$ cat src/rtl/tsma_pkg.sv
// shared types, constants and the crc-8 byte update for the ts mode adaptation block
// no dependencies
package tsma_pkg;

    localparam int PACKET_BYTES = 188;
    localparam int POS_W        = $clog2(PACKET_BYTES + 1);
    localparam int QUEUE_DEPTH  = 4;
    localparam int PTR_W        = $clog2(QUEUE_DEPTH);
    localparam int CNT_W        = $clog2(QUEUE_DEPTH + 1);

    localparam logic [7:0] CRC_POLY = 8'hD5;

    localparam logic ADAPT_NORMAL = 1'b0;
    localparam logic ADAPT_HEM    = 1'b1;

    typedef struct packed {
        logic [7:0] data_byte;
        logic       packet_start;
    } in_item_t;

    typedef struct packed {
        logic [7:0] out_byte;
        logic       packet_end;
    } out_item_t;

    typedef struct packed {
        logic empty;
        logic full;
    } queue_status_t;

    // msb-first crc-8 over one byte
    function automatic logic [7:0] crc8_update(input logic [7:0] crc, input logic [7:0] b);
        logic [7:0] c;
        c = crc ^ b;
        for (int k = 0; k < 8; k++)
        begin
            if (c[7])
            begin
                c = {c[6:0], 1'b0} ^ CRC_POLY;
            end
            else
            begin
                c = {c[6:0], 1'b0};
            end
        end
        return c;
    endfunction

endpackage

$ cat src/rtl/tsma_front.sv
// front end: accepts bytes, tracks packet position and crc, classifies each transaction
// depends on tsma_pkg
module tsma_front (
    input  logic                     clk,
    input  logic                     rst_n,
    input  logic                     adapt_mode_we,
    input  logic                     adapt_mode_wdata,
    input  logic                     in_valid,
    output logic                     in_stall,
    input  tsma_pkg::in_item_t       in_data,
    input  tsma_pkg::queue_status_t  q_status,
    output logic                     push,
    output tsma_pkg::out_item_t      push_data
);

    logic                       mode_reg;
    logic [7:0]                 prev_crc_reg;
    logic [7:0]                 prev_crc_next;
    logic [7:0]                 crc_reg;
    logic [7:0]                 crc_next;
    logic [tsma_pkg::POS_W-1:0] pos_reg;
    logic [tsma_pkg::POS_W-1:0] pos_next;
    logic [tsma_pkg::POS_W-1:0] pos_inc;
    logic                       accept;
    logic                       emit;
    tsma_pkg::out_item_t        item;

    assign in_stall = q_status.full;
    assign accept   = in_valid && !in_stall;
    assign pos_inc  = pos_reg + tsma_pkg::POS_W'(1);

    always_comb
    begin
        prev_crc_next   = prev_crc_reg;
        crc_next        = crc_reg;
        pos_next        = pos_reg;
        emit            = 1'b0;
        item.out_byte   = in_data.data_byte;
        item.packet_end = 1'b0;
        priority if (in_data.packet_start)
        begin
            crc_next      = 8'h00;
            pos_next      = tsma_pkg::POS_W'(1);
            emit          = (mode_reg == tsma_pkg::ADAPT_NORMAL);
            item.out_byte = prev_crc_reg;
        end
        else if (pos_reg == '0 || pos_reg >= tsma_pkg::POS_W'(tsma_pkg::PACKET_BYTES))
        begin
            emit = 1'b0;
        end
        else
        begin
            crc_next = tsma_pkg::crc8_update(crc_reg, in_data.data_byte);
            pos_next = pos_inc;
            emit     = 1'b1;
            if (pos_inc >= tsma_pkg::POS_W'(tsma_pkg::PACKET_BYTES))
            begin
                item.packet_end = 1'b1;
                pos_next        = '0;
                if (mode_reg == tsma_pkg::ADAPT_NORMAL)
                begin
                    prev_crc_next = crc_next;
                end
            end
        end
    end

    assign push      = accept && emit;
    assign push_data = item;

    always_ff @(posedge clk or negedge rst_n)
    begin
        if (!rst_n)
        begin
            mode_reg     <= tsma_pkg::ADAPT_NORMAL;
            prev_crc_reg <= 8'h00;
            crc_reg      <= 8'h00;
            pos_reg      <= '0;
        end
        else
        begin
            if (adapt_mode_we)
            begin
                mode_reg <= adapt_mode_wdata;
            end
            if (accept)
            begin
                prev_crc_reg <= prev_crc_next;
                crc_reg      <= crc_next;
                pos_reg      <= pos_next;
            end
        end
    end

    // a packet's last byte closes the packet
    a_end_closes: assert property (@(posedge clk) disable iff (!rst_n)
        push && push_data.packet_end |=> pos_reg == '0)
        else $error("position not cleared after last byte");

endmodule

$ cat src/rtl/tsma_queue.sv
// short queue between the front end and the output stage
// depends on tsma_pkg
module tsma_queue (
    input  logic                     clk,
    input  logic                     rst_n,
    input  logic                     push,
    input  tsma_pkg::out_item_t      push_data,
    input  logic                     pop,
    output tsma_pkg::out_item_t      pop_data,
    output tsma_pkg::queue_status_t  status
);

    tsma_pkg::out_item_t        entry_reg [tsma_pkg::QUEUE_DEPTH];
    logic [tsma_pkg::PTR_W-1:0] wr_ptr_reg;
    logic [tsma_pkg::PTR_W-1:0] wr_ptr_next;
    logic [tsma_pkg::PTR_W-1:0] rd_ptr_reg;
    logic [tsma_pkg::PTR_W-1:0] rd_ptr_next;
    logic [tsma_pkg::CNT_W-1:0] count_reg;
    logic [tsma_pkg::CNT_W-1:0] count_next;

    assign status.empty = (count_reg == '0);
    assign status.full  = (count_reg == tsma_pkg::CNT_W'(tsma_pkg::QUEUE_DEPTH));
    assign pop_data     = entry_reg[rd_ptr_reg];

    always_comb
    begin
        wr_ptr_next = wr_ptr_reg;
        rd_ptr_next = rd_ptr_reg;
        count_next  = count_reg;
        if (push)
        begin
            wr_ptr_next = (wr_ptr_reg == tsma_pkg::PTR_W'(tsma_pkg::QUEUE_DEPTH - 1))
                          ? '0 : wr_ptr_reg + tsma_pkg::PTR_W'(1);
        end
        if (pop)
        begin
            rd_ptr_next = (rd_ptr_reg == tsma_pkg::PTR_W'(tsma_pkg::QUEUE_DEPTH - 1))
                          ? '0 : rd_ptr_reg + tsma_pkg::PTR_W'(1);
        end
        unique case ({push, pop})
            2'b10:   count_next = count_reg + tsma_pkg::CNT_W'(1);
            2'b01:   count_next = count_reg - tsma_pkg::CNT_W'(1);
            default: count_next = count_reg;
        endcase
    end

    always_ff @(posedge clk)
    begin
        if (push)
        begin
            entry_reg[wr_ptr_reg] <= push_data;
        end
    end

    always_ff @(posedge clk or negedge rst_n)
    begin
        if (!rst_n)
        begin
            wr_ptr_reg <= '0;
            rd_ptr_reg <= '0;
            count_reg  <= '0;
        end
        else
        begin
            wr_ptr_reg <= wr_ptr_next;
            rd_ptr_reg <= rd_ptr_next;
            count_reg  <= count_next;
        end
    end

    a_no_overflow: assert property (@(posedge clk) disable iff (!rst_n)
        push |-> !status.full)
        else $error("queue written while full");

    a_no_underflow: assert property (@(posedge clk) disable iff (!rst_n)
        pop |-> !status.empty)
        else $error("queue read while empty");

endmodule

$ cat src/rtl/tsma_back.sv
// output stage: drains the queue into the output register
// depends on tsma_pkg
module tsma_back (
    input  logic                     clk,
    input  logic                     rst_n,
    input  tsma_pkg::queue_status_t  q_status,
    input  tsma_pkg::out_item_t      q_data,
    output logic                     pop,
    output logic                     out_valid,
    input  logic                     out_stall,
    output tsma_pkg::out_item_t      out_data
);

    logic                out_valid_reg;
    logic                out_valid_next;
    tsma_pkg::out_item_t out_data_reg;

    assign pop            = !q_status.empty && (!out_valid_reg || !out_stall);
    assign out_valid_next = pop || (out_valid_reg && out_stall);

    always_ff @(posedge clk or negedge rst_n)
    begin
        if (!rst_n)
        begin
            out_valid_reg <= 1'b0;
        end
        else
        begin
            out_valid_reg <= out_valid_next;
        end
    end

    always_ff @(posedge clk)
    begin
        if (pop)
        begin
            out_data_reg <= q_data;
        end
    end

    assign out_valid = out_valid_reg;
    assign out_data  = out_data_reg;

endmodule

$ cat src/rtl/ts_mode_adaptation_crc8_unit.sv
// top level of the transport stream mode adaptation block with crc-8 sync replacement
// depends on tsma_pkg, tsma_front, tsma_queue and tsma_back
//
// input channel: in_valid / in_stall / in_data, one packet byte per transaction,
// packet_start marking the sync byte. output channel: out_valid / out_stall /
// out_data, one adapted byte per transaction, packet_end on the last packet byte.
// in normal mode the sync byte is replaced by the crc-8 of the previous packet's
// bytes 1 to 187; in high efficiency mode it is dropped. bytes outside a packet
// are dropped. adapt_mode is written through adapt_mode_we / adapt_mode_wdata.
// throughput: one byte per cycle while the queue is not full, bounded by the byte-wise
// crc update in the front end. an accepted byte is written into the queue and
// then moved into the output register when that register is free or not stalled.
// reset clears the mode (normal), the position, both crc registers, the queue
// and the output valid flag. while the receiver stalls, the output register holds
// and the four-entry queue fills; in_stall rises once the queue is full.
module ts_mode_adaptation_crc8_unit (
    input  logic                clk,
    input  logic                rst_n,
    input  logic                adapt_mode_we,
    input  logic                adapt_mode_wdata,
    input  logic                in_valid,
    output logic                in_stall,
    input  tsma_pkg::in_item_t  in_data,
    output logic                out_valid,
    input  logic                out_stall,
    output tsma_pkg::out_item_t out_data
);

    tsma_pkg::queue_status_t q_status;
    tsma_pkg::out_item_t     push_data;
    tsma_pkg::out_item_t     pop_data;
    logic                    push;
    logic                    pop;

    tsma_front u_front (
        .clk              (clk),
        .rst_n            (rst_n),
        .adapt_mode_we    (adapt_mode_we),
        .adapt_mode_wdata (adapt_mode_wdata),
        .in_valid         (in_valid),
        .in_stall         (in_stall),
        .in_data          (in_data),
        .q_status         (q_status),
        .push             (push),
        .push_data        (push_data)
    );

    tsma_queue u_queue (
        .clk       (clk),
        .rst_n     (rst_n),
        .push      (push),
        .push_data (push_data),
        .pop       (pop),
        .pop_data  (pop_data),
        .status    (q_status)
    );

    tsma_back u_back (
        .clk       (clk),
        .rst_n     (rst_n),
        .q_status  (q_status),
        .q_data    (pop_data),
        .pop       (pop),
        .out_valid (out_valid),
        .out_stall (out_stall),
        .out_data  (out_data)
    );

endmodule

$ cat config.mk
export PLATFORM = sky130hd
export DESIGN_NAME = ts_mode_adaptation_crc8_unit
export DESIGN_NICKNAME = d
export VERILOG_FILES = /design/src/rtl/tsma_pkg.sv /design/src/rtl/tsma_front.sv /design/src/rtl/tsma_queue.sv /design/src/rtl/tsma_back.sv /design/src/rtl/ts_mode_adaptation_crc8_unit.sv
export SDC_FILE = /design/constraint.sdc
export NUM_CORES = 1
export LEC_CHECK = 0
export BUFFER_PORTS_ARGS = -buffer_cell sky130_fd_sc_hd__buf_4
export CAP_MARGIN = 30
export CORE_UTILIZATION = 55
export CTS_BUF_LIST = sky130_fd_sc_hd__clkbuf_16
export CTS_CLUSTER_SIZE = 12
export DETAILED_ROUTE_END_ITERATION = 8
export GPL_TIMING_DRIVEN = 0
export PLACE_DENSITY = 0.74
export SYNTH_ARGS = -nofsm -noshare
export SYNTH_HDL_FRONTEND = slang
export SYNTH_SLANG_ARGS = --single-unit
$ cat constraint.sdc
create_clock -name clk -period 3.3 [get_ports clk]
set_clock_uncertainty 0.05 [all_clocks]
set_input_delay 0.33 -clock clk [delete_from_list [all_inputs] [get_ports clk]]
set_output_delay 0.33 -clock clk [all_outputs]
set_load 0.1 [all_outputs]
# == Word-level counts from Yosys, hierarchy flattened ==
# Memory sizes are Yosys's and may differ from the RTL's. A register that Yosys moved wholly into a read port is not among the register bits.
# Cells that the tools add are included.
# totals
ff_bits,33
ram_bits,36
input_bits,15
output_inout_bits,11
n_memories,1
# memory_table
name,words,word_bits,read_ports,rd_clocked_by_memory_dff,wr,line_no,rtl
u_queue.entry_reg,4,9,1,1,1,tsma_queue.sv:13,tsma_pkg::out_item_t entry_reg [tsma_pkg::QUEUE_DEPTH];
# op_classes
n_addsub,5
magnitude_cmp,2
n_eq_ne,6
mux,38
n_bitwise,12
reduce_logical,16
# op_table
cell,n
8-bit two-way mux,28
5-bit inverter,8
"8-bit greater-or-equal comparator, second input constant",2
"8-bit by 1-bit adder with 8-bit output, second input constant",1
8-bit logical NOT,1
8-bit XOR,1
1-bit two-way mux,7
"2-bit == test, second input constant",3
3-bit one-hot mux with 2 select lines,1
5-bit AND reduction,1
"2-bit by 1-bit adder with 2-bit output, second input constant",2
1-bit logical AND,4
1-bit logical NOT,4
2-bit two-way mux,2
"3-bit by 1-bit adder with 3-bit output, second input constant",1
"3-bit == test, second input constant",1
3-bit logical NOT,1
1-bit logical OR,3
1-bit inverter,3
"3-bit by 1-bit subtractor with 3-bit output, second input constant",1
"2-bit by 1-bit == test with 1-bit output, second input constant",1
"2-bit inequality test, second input constant",1
2-bit AND reduction,1
2-bit nonzero test,1

# == Logic depth before layout (Yosys ltp) ==
# Gate-level depths: netlist of run 1.
# logic_depth
ltp_word,33
mapped_depth,11
mapped_depth_nobuf,11

# == By module ==
# Synthesis of run 1 repeated with hierarchy kept, for this count alone.
# unflattened
hier_cells,261
hier_area_um2,3746.1
# by_module_without_submodules
module,instances,cells_each,area_each_um2
tsma_queue,1,85,1719.1
tsma_front,1,164,1716.6
tsma_back,1,12,310.3

# == Worst setup path before layout of run 1 ==
# Ideal clock, no wire load.
# synth_timing
kind,reg2reg
startpoint,register u_queue.count_reg[0] (netlist bit)
endpoint,register u_queue.count_reg[1] (netlist bit)
setup_time_ps,125
arrival_time_ps,4126
required_ps,3125
slack_ps,-1001
path_stages_with_launch,9
n_path_buf,0
synth_period_minus_slack_ps,4301
cell_sequence,dfrtp_1 > nor3b_1 > nand2b_1 > a31o_2 > a21oi_1 > inv_1 > ha_1 > fa_1 > mux2_2
# synth_via
elab_chain_cells,6
elab_cells_between_ends,13
cone_classes,add/sub (2); eq/ne (3); mux (1); reduce/logical (7)
# synth_rtl
item,line_no,rtl
from (decl),tsma_queue.sv:18,logic [tsma_pkg::CNT_W-1:0] count_reg;
from (signal assigned),tsma_queue.sv:67,count_reg <= count_next;
3-bit == test (*),tsma_queue.sv:22,assign status.full = (count_reg == tsma_pkg::CNT_W'(tsma_pkg::QUEUE_DEPTH));
named net in_stall,ts_mode_adaptation_crc8_unit.sv:22,"output logic in_stall,"
1-bit logical NOT (*),tsma_front.sv:29,assign accept = in_valid && !in_stall;
1-bit logical AND (*),tsma_front.sv:29,
1-bit logical AND (*),tsma_front.sv:68,assign push = accept && emit;
2-bit by 1-bit == test with 1-bit output / 2-bit == test (equally long branches),tsma_queue.sv:40,"unique case ({push, pop})"
3-bit one-hot mux with 2 select lines (*),tsma_queue.sv:40,
named net u_queue.count_next (one bit),tsma_queue.sv:19,logic [tsma_pkg::CNT_W-1:0] count_next;
# Mark *: on every way through the listed nets, which the timed path passes. The rest lies on a longest branch.
# A chain may end at the register's enable or synchronous reset.

# == Worst setup path after layout of run 1 ==
# layout_timing
startpoint,register u_front.pos_reg[0] (netlist bit)
endpoint,register u_queue.count_reg[2] (netlist bit)
# layout_via
elab_chain_cells,7
elab_cells_between_ends,10
cone_classes,order compare (1); eq/ne (2); mux (3); reduce/logical (4)
# layout_rtl
item,line_no,rtl
from (decl),tsma_front.sv:21,logic [tsma_pkg::POS_W-1:0] pos_reg;
from (signal assigned),tsma_front.sv:90,pos_reg <= pos_next;
8-bit greater-or-equal comparator / 8-bit logical NOT (equally long branches),tsma_front.sv:47,else if (pos_reg == '0 || pos_reg >= tsma_pkg::POS_W'(tsma_pkg::PACKET_BYTES))
1-bit logical OR (*),tsma_front.sv:47,
1-bit two-way mux (*),tsma_front.sv:47,
1-bit two-way mux (*),tsma_front.sv:40,priority if (in_data.packet_start)
1-bit logical AND (*),tsma_front.sv:68,
2-bit by 1-bit == test with 1-bit output / 2-bit == test (equally long branches),tsma_queue.sv:40,
3-bit one-hot mux with 2 select lines / 2-bit nonzero test (equally long branches),-,
# Every way passes the cells marked *; elsewhere a longest branch is shown, timed or not.

==> summary.md, run 1 <==
| Metric | Value |
|---|---|
| Worst path top cell family by delay | adder cells |
| Post-route minimum period | 3.01 ns |
| Unrepaired setup endpoints after global routing | false |
| Fin cells | 359 |
| Library cells used by synthesis | 44 |
| Clk Latency, worst-skew pair | 0.33 ns |
| Final #Nets | 303 |
| Routed len/inst | 17.1 µm |
| Share of cells above drive strength 1 | 29.2% |
| H-tree depth | 3 |
| Commonest non-fill, non-tap cells in the layout | edfxtp_1 (45), dfrtp_1 (33), buf_4 (26), xnor2_1 (20), mux2_2 (18) |
| Critical Path Start | u_front.pos_reg[0]$_DFFE_PN0P_ |
| DP Cell Count | 342 |
| Max-Cap Viols | 0 |
| Largest register FFs | 36 |
| Crit. End Element | flop |
| Area grow syn2layout | 17.6% |
| DRT antenna net count | 0 |
| I/O pin total | 26 |
| Die height | 82.5 µm |
| Clock-pin slew on the worst setup and hold paths | 0.06 ns |
| Actual transition at the worst max-transition pin | 0.769 ns |
| CTS root buffer | clkbuf_16 |
| Total track usage | 20.7% |
| CP startpoint kind | flop |
| Num rows | 28 |
| Cells after synthesis | 241 |
| Resize count post-CTS | 0 |
| Ys flop type | edfxtp_1 |
| Sum Neg Setup Slack | 0 ns |
| Internal reg-to-reg setup slack | 0.29 ns |
| Post-route setup slack | 0.288 ns |
| Final period utilization | 91.3% |
| CP max stage delay | 0.44 ns |
| Residual DRC | 0 |
| Fmax | 332 MHz |
| Cts hold-fix bufs | 1 |
| Worst EP required | 3.51 ns |
| EDFF count, synth | 45 |
| Core Area | 0.00610 mm² |
| 1st-iter DRT viols | 62 |
| Synthesized cell area | 0.00356 mm² |
| WP depth | 11 |
| Clock buffer count from CTS | 9 |
| Die area | 0.00681 mm² |
| Sequential fraction of the synthesis area | 61.1% |
| DIE WIDTH | 82.5 µm |
| Post-CTS Setup Inserts | 0 |
| Peak supply drop | 0.646 mV |
| FILL cells | 444 |
| Critical path, cell by cell | inv_1, ha_1, a31o_1, a31o_2, a21oi_1, inv_1, ha_1, fa_1, xnor2_1, nor2_1, xor2_1 |
| Worst min-delay path class | in -> reg |
| Total gr overflow | 0 |
| Port bufs | 25 |
| Hold_sp | out_stall |
| Max-slew headroom | 48.7% |
| Dpl hpwl | 4090 µm |
| Syn Nets | 265 |
| RePlAce Congestion | 0.820 |
| Via density | 5.49 |
| Synth Warn # | 0 |
| Synth Register Bits | 78 |
| Setup Crit Path Kind | reg -> reg |
| Commonest non-fill, non-tap cell in the layout | edfxtp_1 |
| Global-route wire length before repair | 9630 µm |
| RR Startpoint | u_front.pos_reg[0]$_DFFE_PN0P_ |
| FFs w/ async S/R, synth | 42.3% |
| Ant diodes | 0 |
| Worst EP arrival | 3.22 ns |
| CTS Buffer Depth | 2 |
| Status | finished clean |
| Router iterations before antenna repair | 4 |
| Fin. Hold Viols | 0 |
| Largest net degree at the start of global routing | 34 |
| Critical path peak fanout | 9 |
| P_leak | 1.68 nW |
| Initial Utilization | 58.5% |
| Reg2Reg Capture Point | u_queue.count_reg[2]$_DFFE_PN0P_ |
| Vias in the first global route | 1993 |
| Crit path to | u_queue.count_reg[2]$_DFFE_PN0P_ |
| Buf/Inv on CP | 2 |
| Antenna violations before repair | 0 |
| CTS tree | yes |
| Pins Over Slew Limit | 0 |
| Clock sinks | 78 |
| Avg Cell Area, Syn | 14.8 µm² |
| Slowest CP cell | fa_1 |
| Post-Place Setup Slack | 0.328 ns |
| R2R depth | 11 |
| Routed vias | 1970 |
| Final count of negative-setup-slack endpoints | 0 |
| Routed WL | 6130 µm |
| Cell Pwr Density | 1040 mW/mm² |
## worst reg2reg max path, delay by kind of cell, from the launching register on
kind                     cells  cell delay (ns)
flip-flops                   1             0.43
adder cells (fa/ha/maj)      3             0.92
AO/OA/AOI/OAI                3             0.91
buffers and inverters        2             0.21
AND/OR/NAND/NOR              1             0.12
XOR/XNOR                     2             0.29
## cell families (layout without fill, tap and decap cells)
kind of cell	count (synthesis)	in the layout	share of synthesized area, %
XOR/XNOR	33	33	8.95
adder cells (fa/ha/maj)	9	9	3.37
buffers and inverters	16	59	1.83
multiplexers	29	29	12.0
AND/OR/NAND/NOR	44	44	6.42
AO/OA/AOI/OAI	32	32	6.39
flip-flops	78	78	61.1
## power by group
| group | switching, W | total (W) | internal, W |
|---|---|---|---|
| Combinational | 0.00116 | 0.00184 | 0.000682 |
| Clock | 0.000391 | 0.00106 | 0.000666 |
| Sequential | 0.000143 | 0.00146 | 0.00132 |
| Total | 0.00169 | 0.00436 | 0.00266 |
## metal layers
metal | global-route usage (%) | vias to the layer above | part of all wire, %
met4 | 11.4 | 0 | 2.3
met2 | 36.3 | 29 | 50
met1 | 24.0 | 971 | 45
met3 | 3.74 | 10 | 2.7
li1 | - | 960 | -
met5 | 0 | - | 0
## Yosys cell counts (2+ instances only)
master    number  area share [%]
o21ai_0        3            0.42
xnor2_1       20             4.9
a21oi_1        5            0.70
nor2_1         8            0.84
xor2_2         2            0.91
nand3_1        3            0.42
ha_1           8             2.8
buf_2          4            0.56
and2_1         4            0.70
o21ai_1        6            0.84
mux4_2         9             5.7
mux2_2        18             5.7
edfxtp_1      45              38
clkbuf_1       2            0.21
inv_1          9            0.95
nand2_1       14             1.5
xnor2_2        2            0.91
dfrtp_1       33              23
o22ai_1        2            0.35
a22o_1         7             1.7
nor3_1         4            0.56
xor2_1         9             2.2
nor2b_1        3            0.53
## worst min path at each step
stage / to / slack (ns) / cells past startpoint
6_report: u_back.out_valid$_DFF_PN0_ / 0.15 / 3
5_1_grt: u_back.out_valid$_DFF_PN0_ / 0.16 / 3
4_1_cts: u_back.out_valid$_DFF_PN0_ / 0.15 / 3
3_5_place_dp: u_back.out_valid$_DFF_PN0_ / 0.26 / 1
3_3_place_gp: u_queue.count_reg[2]$_DFFE_PN0P_ / 0.26 / 1
2_1_floorplan: u_back.out_valid$_DFF_PN0_ / -0.02 / 0
## per-stage QoR
| step | cell area (µm²) | hold WS (ns) | util [%] | total power (W) |
|---|---|---|---|---|
| global placement | 3850 | 0.257 | 63.2 | 0.00328 |
| global route | 4190 | 0.161 | 68.7 | 0.00459 |
| finish | 4190 | 0.149 | 68.7 | 0.00436 |
| detailed placement | 3860 | 0.256 | 63.3 | 0.00332 |
| floorplan | 3570 | -0.0156 | - | 0.00296 |
| CTS | 4190 | 0.146 | 68.7 | 0.00439 |
## cell type report
class / instances / area [µm²] / share of cell area, %
Buffer: 7 / 31.3 / 0.746
Timing Repair Buffer: 27 / 205 / 4.90
Inverter: 9 / 33.8 / 0.806
Multi-Input combinational cell: 147 / 1330 / 31.7
Sequential cell: 78 / 2180 / 52.0
Clock buffer: 9 / 225 / 5.37
Tap cell: 75 / 93.8 / 2.24
Clock inverter: 7 / 96.3 / 2.30
No activity file was read; power rests on OpenSTA's default activity.
==> run 2, diff against run 1 <==
RECOVER_POWER = 100   (was default)
==> run 2 against run 1 <==
  * Clock-buffer cell count unchanged
  * The flow now finishes with violations (capacitance limit, slew limit)
  * Sequential share of layout area is 0.85 points higher
  * Sequential power hardly changed
  * Largest cell class unchanged
  * Worst setup slack got worse by 0.00087 ns
  * Clock power about the same
  * First-iteration DRC count is 21% lower
  * Critical path type unchanged
  * Core utilization down 1.1 points
==> summary.md, run 2 (synthesis results as in run 1) <==
| Metric | Value |
|---|---|
| CP startpoint kind | flop |
| Total track usage | 20.7% (unchanged) |
| Worst path top cell family by delay | adder cells |
| Clk Latency, worst-skew pair | 0.33 ns (about the same) |
| Final #Nets | 303 (unchanged) |
| Global-route wire length before repair | 9630 µm (unchanged) |
| Met3 routed WL | 158 µm (-3.7%) |
| Cell-internal power | 0.00260 W (-2.3%) |
| FILL cells | 451 (+1.6%) |
| Commonest non-fill, non-tap cells in the layout | edfxtp_1 (45), dfrtp_1 (33), clkbuf_1 (20), xnor2_1 (20), nand2_1 (14) |
| Cell Pwr Density | 1040 mW/mm² (about the same) |
| Register area | 0.00218 mm² (unchanged) |
| Sw Ratio | 39.4% (+0.49 points) |
| WL met1 | 2780 µm (+1.4%) |
| H-tree depth | 3 (unchanged) |
| Fin. Hold Viols | 0 (unchanged) |
| Worst min-delay path class | in -> reg |
| Port bufs | 25 (unchanged) |
| Internal reg-to-reg setup slack | 0.29 ns (about the same) |
| Antenna violations before repair | 0 (unchanged) |
| Share of power burned in registers | 34.0% (+0.5 points) |
| Critical path, cell by cell | inv_1, ha_1, a31o_1, a31o_2, a21oi_1, inv_1, ha_1, fa_1, xnor2_1, nor2_1, xor2_1 |
| Pins Over Slew Limit | 34 (+34) |
| Clock buffer count from CTS | 9 (unchanged) |
| I/O pin total | 26 (unchanged) |
| Sum Neg Setup Slack | 0 ns (unchanged) |
| Fin cells | 359 (unchanged) |
| Part of the power in the clock network | 24.7% (+0.5 points) |
| Share of cells above drive strength 1 | 19.7% (-9.5 points) |
| Max-Cap Viols | 1 (+1) |
| Final count of negative-setup-slack endpoints | 0 (unchanged) |
| Buf/Inv on CP | 2 (unchanged) |
| Worst EP arrival | 3.22 ns (about the same) |
| Slowest CP cell | fa_1 |
| Crit. End Element | flop |
| Max-slew headroom | -21.8% (-70 points) |
| Die area | 0.00681 mm² (unchanged) |
| CP max stage delay | 0.44 ns (about the same) |
| Ant diodes | 0 (unchanged) |
| Clock sinks | 78 (unchanged) |
| Unrepaired setup endpoints after global routing | false |
| Failing checks | capacitance limit, slew limit |
| Setup Crit Path Kind | reg -> reg |
| Initial Utilization | 58.5% (unchanged) |
| 1st-iter DRT viols | 49 (-21%) |
| DP Cell Count | 342 (unchanged) |
| Residual DRC | 0 (unchanged) |
| Net Switching | 0.00169 W (-0.30%) |
| Vias in the first global route | 1993 (unchanged) |
| Status | complete, but fails checks |
| DIE WIDTH | 82.5 µm (unchanged) |
| Router iterations before antenna repair | 4 (unchanged) |
| Total gr overflow | 0 (unchanged) |
| Post-CTS Setup Inserts | 0 (unchanged) |
| Core Area | 0.00610 mm² (unchanged) |
| RePlAce Congestion | 0.820 (unchanged) |
| Die height | 82.5 µm (unchanged) |
| Resize count post-CTS | 0 (unchanged) |
| Routed vias | 1974 (+0.20%) |
| Via density | 5.50 (+0.20%) |
| Critical path peak fanout | 9 (unchanged) |
| Combinational Power Share | 41.4% (-0.9 points) |
| Final period utilization | 91.3% (about the same) |
| Metal2 WL | 3050 µm (-1.3%) |
| Multi-input logic area | 0.00132 mm² (-0.85%) |
| Post-route minimum period | 3.01 ns (+0.000874 ns) |
| Actual transition at the worst max-transition pin | 1.83 ns (+1.06 ns) |
| Largest net degree at the start of global routing | 34 (unchanged) |
| Clock-pin slew on the worst setup and hold paths | 0.06 ns (about the same) |
| CTS tree | yes |
| Peak supply drop | 0.622 mV (-3.7%) |
| Worst EP required | 3.51 ns (about the same) |
| Routed len/inst | 17.1 µm (about the same) |
| Highest metal used | met4 |
| CTS root buffer | clkbuf_16 |
| Fmax | 332 MHz (about the same) |
| DRT antenna net count | 0 (unchanged) |
| Routed WL | 6130 µm (about the same) |
| Area grow syn2layout | 15.7% |
| Largest register FFs | 36 (unchanged) |
| Num rows | 28 (unchanged) |
| Dpl hpwl | 4090 µm (unchanged) |
| Commonest non-fill, non-tap cell in the layout | edfxtp_1 |
| P_leak | 1.62 nW (-3.3%) |
| CTS Buffer Depth | 2 (unchanged) |
==> run 2: changes by cell type in the layout (fill, tap and decap cells not counted), sizes merged <==
cell	delta
buf	-18
clkbuf	+18
==> run 2: layout make-up <==
class / count / share of cell area (%)
buffer: 7 / 0.668
clock inverter: 7 / 2.34
tap: 75 / 2.28
timing repair buffer: 27 / 3.70
clock buffer: 9 / 5.46
sequential: 78 / 52.8
multi-input combinational: 147 / 31.9
inverter: 9 / 0.819
==> run 2: worst register-to-register path, cell delays in order, from the launching register on <==
cell and delay, ns:
dfrtp_1 0.43, inv_1 0.10, ha_1 0.22, a31o_1 0.23, a31o_2 0.26, a21oi_1 0.42
inv_1 0.11, ha_1 0.26, fa_1 0.44, xnor2_1 0.13, nor2_1 0.12, xor2_1 0.16
==> run 2: power groups by stage <==
| stage | registers (W) | clock network, W | logic, W |
|---|---|---|---|
| 2_1_floorplan | 0.00186 | 0 | 0.00110 |
| 3_3_place_gp | 0.00147 | 0 | 0.00182 |
| 3_5_place_dp | 0.00147 | 0 | 0.00184 |
| 4_1_cts | 0.00146 | 0.00107 | 0.00186 |
| 5_1_grt | 0.00149 | 0.00111 | 0.00193 |
| 6_report | 0.00146 | 0.00106 | 0.00177 |
==> run 2: layer usage <==
metal	GRT usage [%]	vias to the layer above
li1	-	958
met2	36.3	29
met3	3.74	12
met1	24.0	975
met5	0	-
met4	11.4	0
==> run 2: metrics by stage <==
stage	hold WS, ns	area, µm²	utilization (%)	setup slack [ns]	total power (W)
after floorplan	-0.0156	3570	-	0.0590	0.00296
after global placement	0.257	3850	63.2	0.352	0.00328
after detailed placement	0.256	3860	63.3	0.328	0.00332
after CTS	0.146	4190	68.7	0.289	0.00439
after global routing	0.161	4120	67.6	0.00243	0.00453
final	0.149	4120	67.6	0.287	0.00429
==> run 2: worst paths after layout <==
kind,from,endpoint,cells past startpoint
max,u_front.pos_reg[0]$_DFFE_PN0P_,u_queue.count_reg[2]$_DFFE_PN0P_,11
min,out_stall,u_back.out_valid$_DFF_PN0_,3
max reg2reg,u_front.pos_reg[0]$_DFFE_PN0P_,u_queue.count_reg[2]$_DFFE_PN0P_,11
min reg2reg,u_front.prev_crc_reg[1]$_DFFE_PN0P_,u_front.prev_crc_reg[1]$_DFFE_PN0P_,2
max in group asynchronous,rst_n,u_front.prev_crc_reg[7]$_DFFE_PN0P_,2
min in group asynchronous,rst_n,u_queue.rd_ptr_reg[1]$_DFFE_PN0P_,2
==> run 2: repair_timing <==
item,CTS,global route
endpoints found under the setup margin,0,0
hold buffers,1,0
endpoints found under the hold margin,33,0
==> run 3, diff against run 2 <==
CELL_PAD_IN_SITES_DETAIL_PLACEMENT = 0   (was default)
CELL_PAD_IN_SITES_GLOBAL_PLACEMENT = 1   (was default)
CORE_UTILIZATION = 50   (was 55)
PLACE_DENSITY = default   (was 0.74)
PLACE_DENSITY_LB_ADDON = 0.1   (was default)
==> run 3 against run 2 <==
  * The run still ends with capacitance limit, slew limit left
  * Clock power decreased by 10%
  * Worst setup slack improved by 0.17 ns
  * Flip-flop and latch count unchanged
  * Die area increased by 9.8%
  * Cell area about the same
  * Core utilization decreased by 7.3 points
  * Non-clock buffer count unchanged
  * Global-route usage decreased by 1.5 points
  * First-iteration DRC count increased by 120%
  * Combinational power about the same
  * Worst hold slack improved by 0.0016 ns
  * Register-to-register slack improved by 0.17 ns
  * Critical path type unchanged
  * Critical endpoint unchanged
  * Largest cell class unchanged
==> summary.md, run 3 (synthesis results as in run 1) <==
| Metric | Value |
|---|---|
| Status | complete, but fails checks |
| Failing checks | capacitance limit, slew limit |
| DP Cell Count | 363 (+6.1%) |
| Max-Cap Viols | 1 (unchanged) |
| CP startpoint kind | flop |
| Worst EP arrival | 3.01 ns (-0.21 ns) |
| Cell Pwr Density | 1020 mW/mm² (-2.4%) |
| Router iterations before antenna repair | 4 (unchanged) |
| Total gr overflow | 0 (unchanged) |
| Area grow syn2layout | 15.6% (about the same) |
| Pins Over Slew Limit | 34 (unchanged) |
| Clk Latency, worst-skew pair | 0.33 ns (about the same) |
| Setup Crit Path Kind | reg -> reg |
| Clock-pin slew on the worst setup and hold paths | 0.06 ns (about the same) |
| Post-route minimum period | 2.85 ns (-0.166 ns) |
| Final #Nets | 303 (unchanged) |
| Worst EP required | 3.46 ns (-0.05 ns) |
| Vias in the first global route | 2067 (+3.7%) |
| Hold slack | 0.150 ns (+0.00162 ns) |
| Fin cells | 380 (+5.8%) |
| Die area | 0.00747 mm² (+9.8%) |
| Initial Utilization | 52.2% (-6.3 points) |
| Largest net degree at the start of global routing | 34 (unchanged) |
| I/O pin total | 26 (unchanged) |
| Dpl hpwl | 4230 µm (+3.5%) |
| Clock buffer count from CTS | 9 (unchanged) |
| H-tree depth | 3 (unchanged) |
| Max-slew headroom | -25.3% (-3.5 points) |
| Commonest non-fill, non-tap cell in the layout | edfxtp_1 |
| Antenna violations before repair | 0 (unchanged) |
| Routed vias | 1994 (+1.0%) |
| Commonest non-fill, non-tap cells in the layout | edfxtp_1 (45), dfrtp_1 (33), clkbuf_1 (20), xnor2_1 (20), nand2_1 (14) |
| Global-route wire length before repair | 10600 µm (+10%) |
| Ant diodes | 0 (unchanged) |
| Share of cells above drive strength 1 | 20.1% (+0.35 points) |
| Port bufs | 25 (unchanged) |
| Worst min-delay path class | in -> reg |
| Routed len/inst | 16.2 µm (-5.2%) |
| Fin. Hold Viols | 0 (unchanged) |
| Crit. End Element | flop |
| Residual DRC | 0 (unchanged) |
| Fin util | 60.3% (-7.3 points) |
| Total track usage | 19.2% (-1.5 points) |
| Post-CTS Setup Inserts | 0 (unchanged) |
| 1st-iter DRT viols | 108 (+120%) |
| Actual transition at the worst max-transition pin | 1.88 ns (+0.0528 ns) |
| Via density | 5.25 (-4.6%) |
| DRT antenna net count | 0 (unchanged) |
| Die height | 86.4 µm (+4.8%) |
| Unrepaired setup endpoints after global routing | false |
| Final count of negative-setup-slack endpoints | 0 (unchanged) |
| Routed WL | 6140 µm (+0.29%) |
| DIE WIDTH | 86.4 µm (+4.8%) |
| CTS Buffer Depth | 2 (unchanged) |
| Final period utilization | 86.3% (-5.0 points) |
| Fmax | 351 MHz (+5.8%) |
| Critical path peak fanout | 9 (unchanged) |
| Num rows | 30 (+7.1%) |
| Core Area | 0.00683 mm² (+12%) |
| CTS tree | yes |
| Sum Neg Setup Slack | 0 ns (unchanged) |
| Peak supply drop | 0.594 mV (-4.5%) |
| CTS root buffer | clkbuf_16 |
| P_leak | 1.59 nW (-1.7%) |
| Clock sinks | 78 (unchanged) |
| RePlAce Congestion | 0.795 (-3.0%) |
| Largest register FFs | 36 (unchanged) |
run 3: cell type report:
cell class | instances | area, µm²
Buffer | 7 | 27.5
Clock buffer | 9 | 225
Clock inverter | 7 | 63.8
Fill cell | 585 | 2710
Inverter | 9 | 33.8
Multi-Input combinational cell | 147 | 1320
Sequential cell | 78 | 2180
Tap cell | 96 | 120
Timing Repair Buffer | 27 | 153
run 3: final timing paths:
path,startpoint,end,slack [ns],cells past startpoint
max in group asynchronous,rst_n,u_front.prev_crc_reg[7]$_DFFE_PN0P_,1.11,2
min reg2reg,u_front.prev_crc_reg[1]$_DFFE_PN0P_,u_front.prev_crc_reg[1]$_DFFE_PN0P_,0.43,2
max reg2reg,u_front.pos_reg[0]$_DFFE_PN0P_,u_queue.count_reg[2]$_DFFE_PN0P_,0.45,11
max,u_front.pos_reg[0]$_DFFE_PN0P_,u_queue.count_reg[2]$_DFFE_PN0P_,0.45,11
min in group asynchronous,rst_n,u_queue.rd_ptr_reg[1]$_DFFE_PN0P_,1.00,2
min,out_stall,u_back.out_valid$_DFF_PN0_,0.15,3
run 3: where the power goes:
group	total [W]	internal, W	leakage, nW	switching (W)
Sequential	0.00145	0.00132	0.846	0.000138
Combinational	0.00178	0.000620	0.611	0.00116
Clock	0.000949	0.000526	0.136	0.000423
Total	0.00418	0.00246	1.59	0.00172
run 3: per-layer routing:
metal	vias up	wire length, µm	global-route usage, %
li1	970	-	-
met1	975	2950	26.1
met2	43	2920	30.8
met3	6	207	3.43
met4	0	62	7.73
met5	-	0	0
run 3: worst max-delay path, cell delays in order (launching register included):
cell and delay [ns]:
dfrtp_1 0.43, inv_1 0.11, ha_1 0.21, a31o_1 0.23, a31o_2 0.27, a21oi_2 0.29, inv_1 0.10, ha_1 0.25
fa_1 0.44, xnor2_1 0.17, nor2_1 0.06, xor2_1 0.13
run 3: repair_timing:
action	in CTS	in global routing
endpoints found under the setup margin	0	1
hold endpoints to repair	33	0
resized for setup	0	1
hold buffers	1	0
run 3: stage by stage:
step | instance area (µm²) | power, W | worst slack, ns
after floorplan | 3570 | 0.00296 | 0.0590
after global placement | 3880 | 0.00330 | 0.335
after detailed placement | 3880 | 0.00333 | 0.234
after CTS | 4180 | 0.00429 | 0.216
after global routing | 4120 | 0.00444 | 0.247
final | 4120 | 0.00418 | 0.453
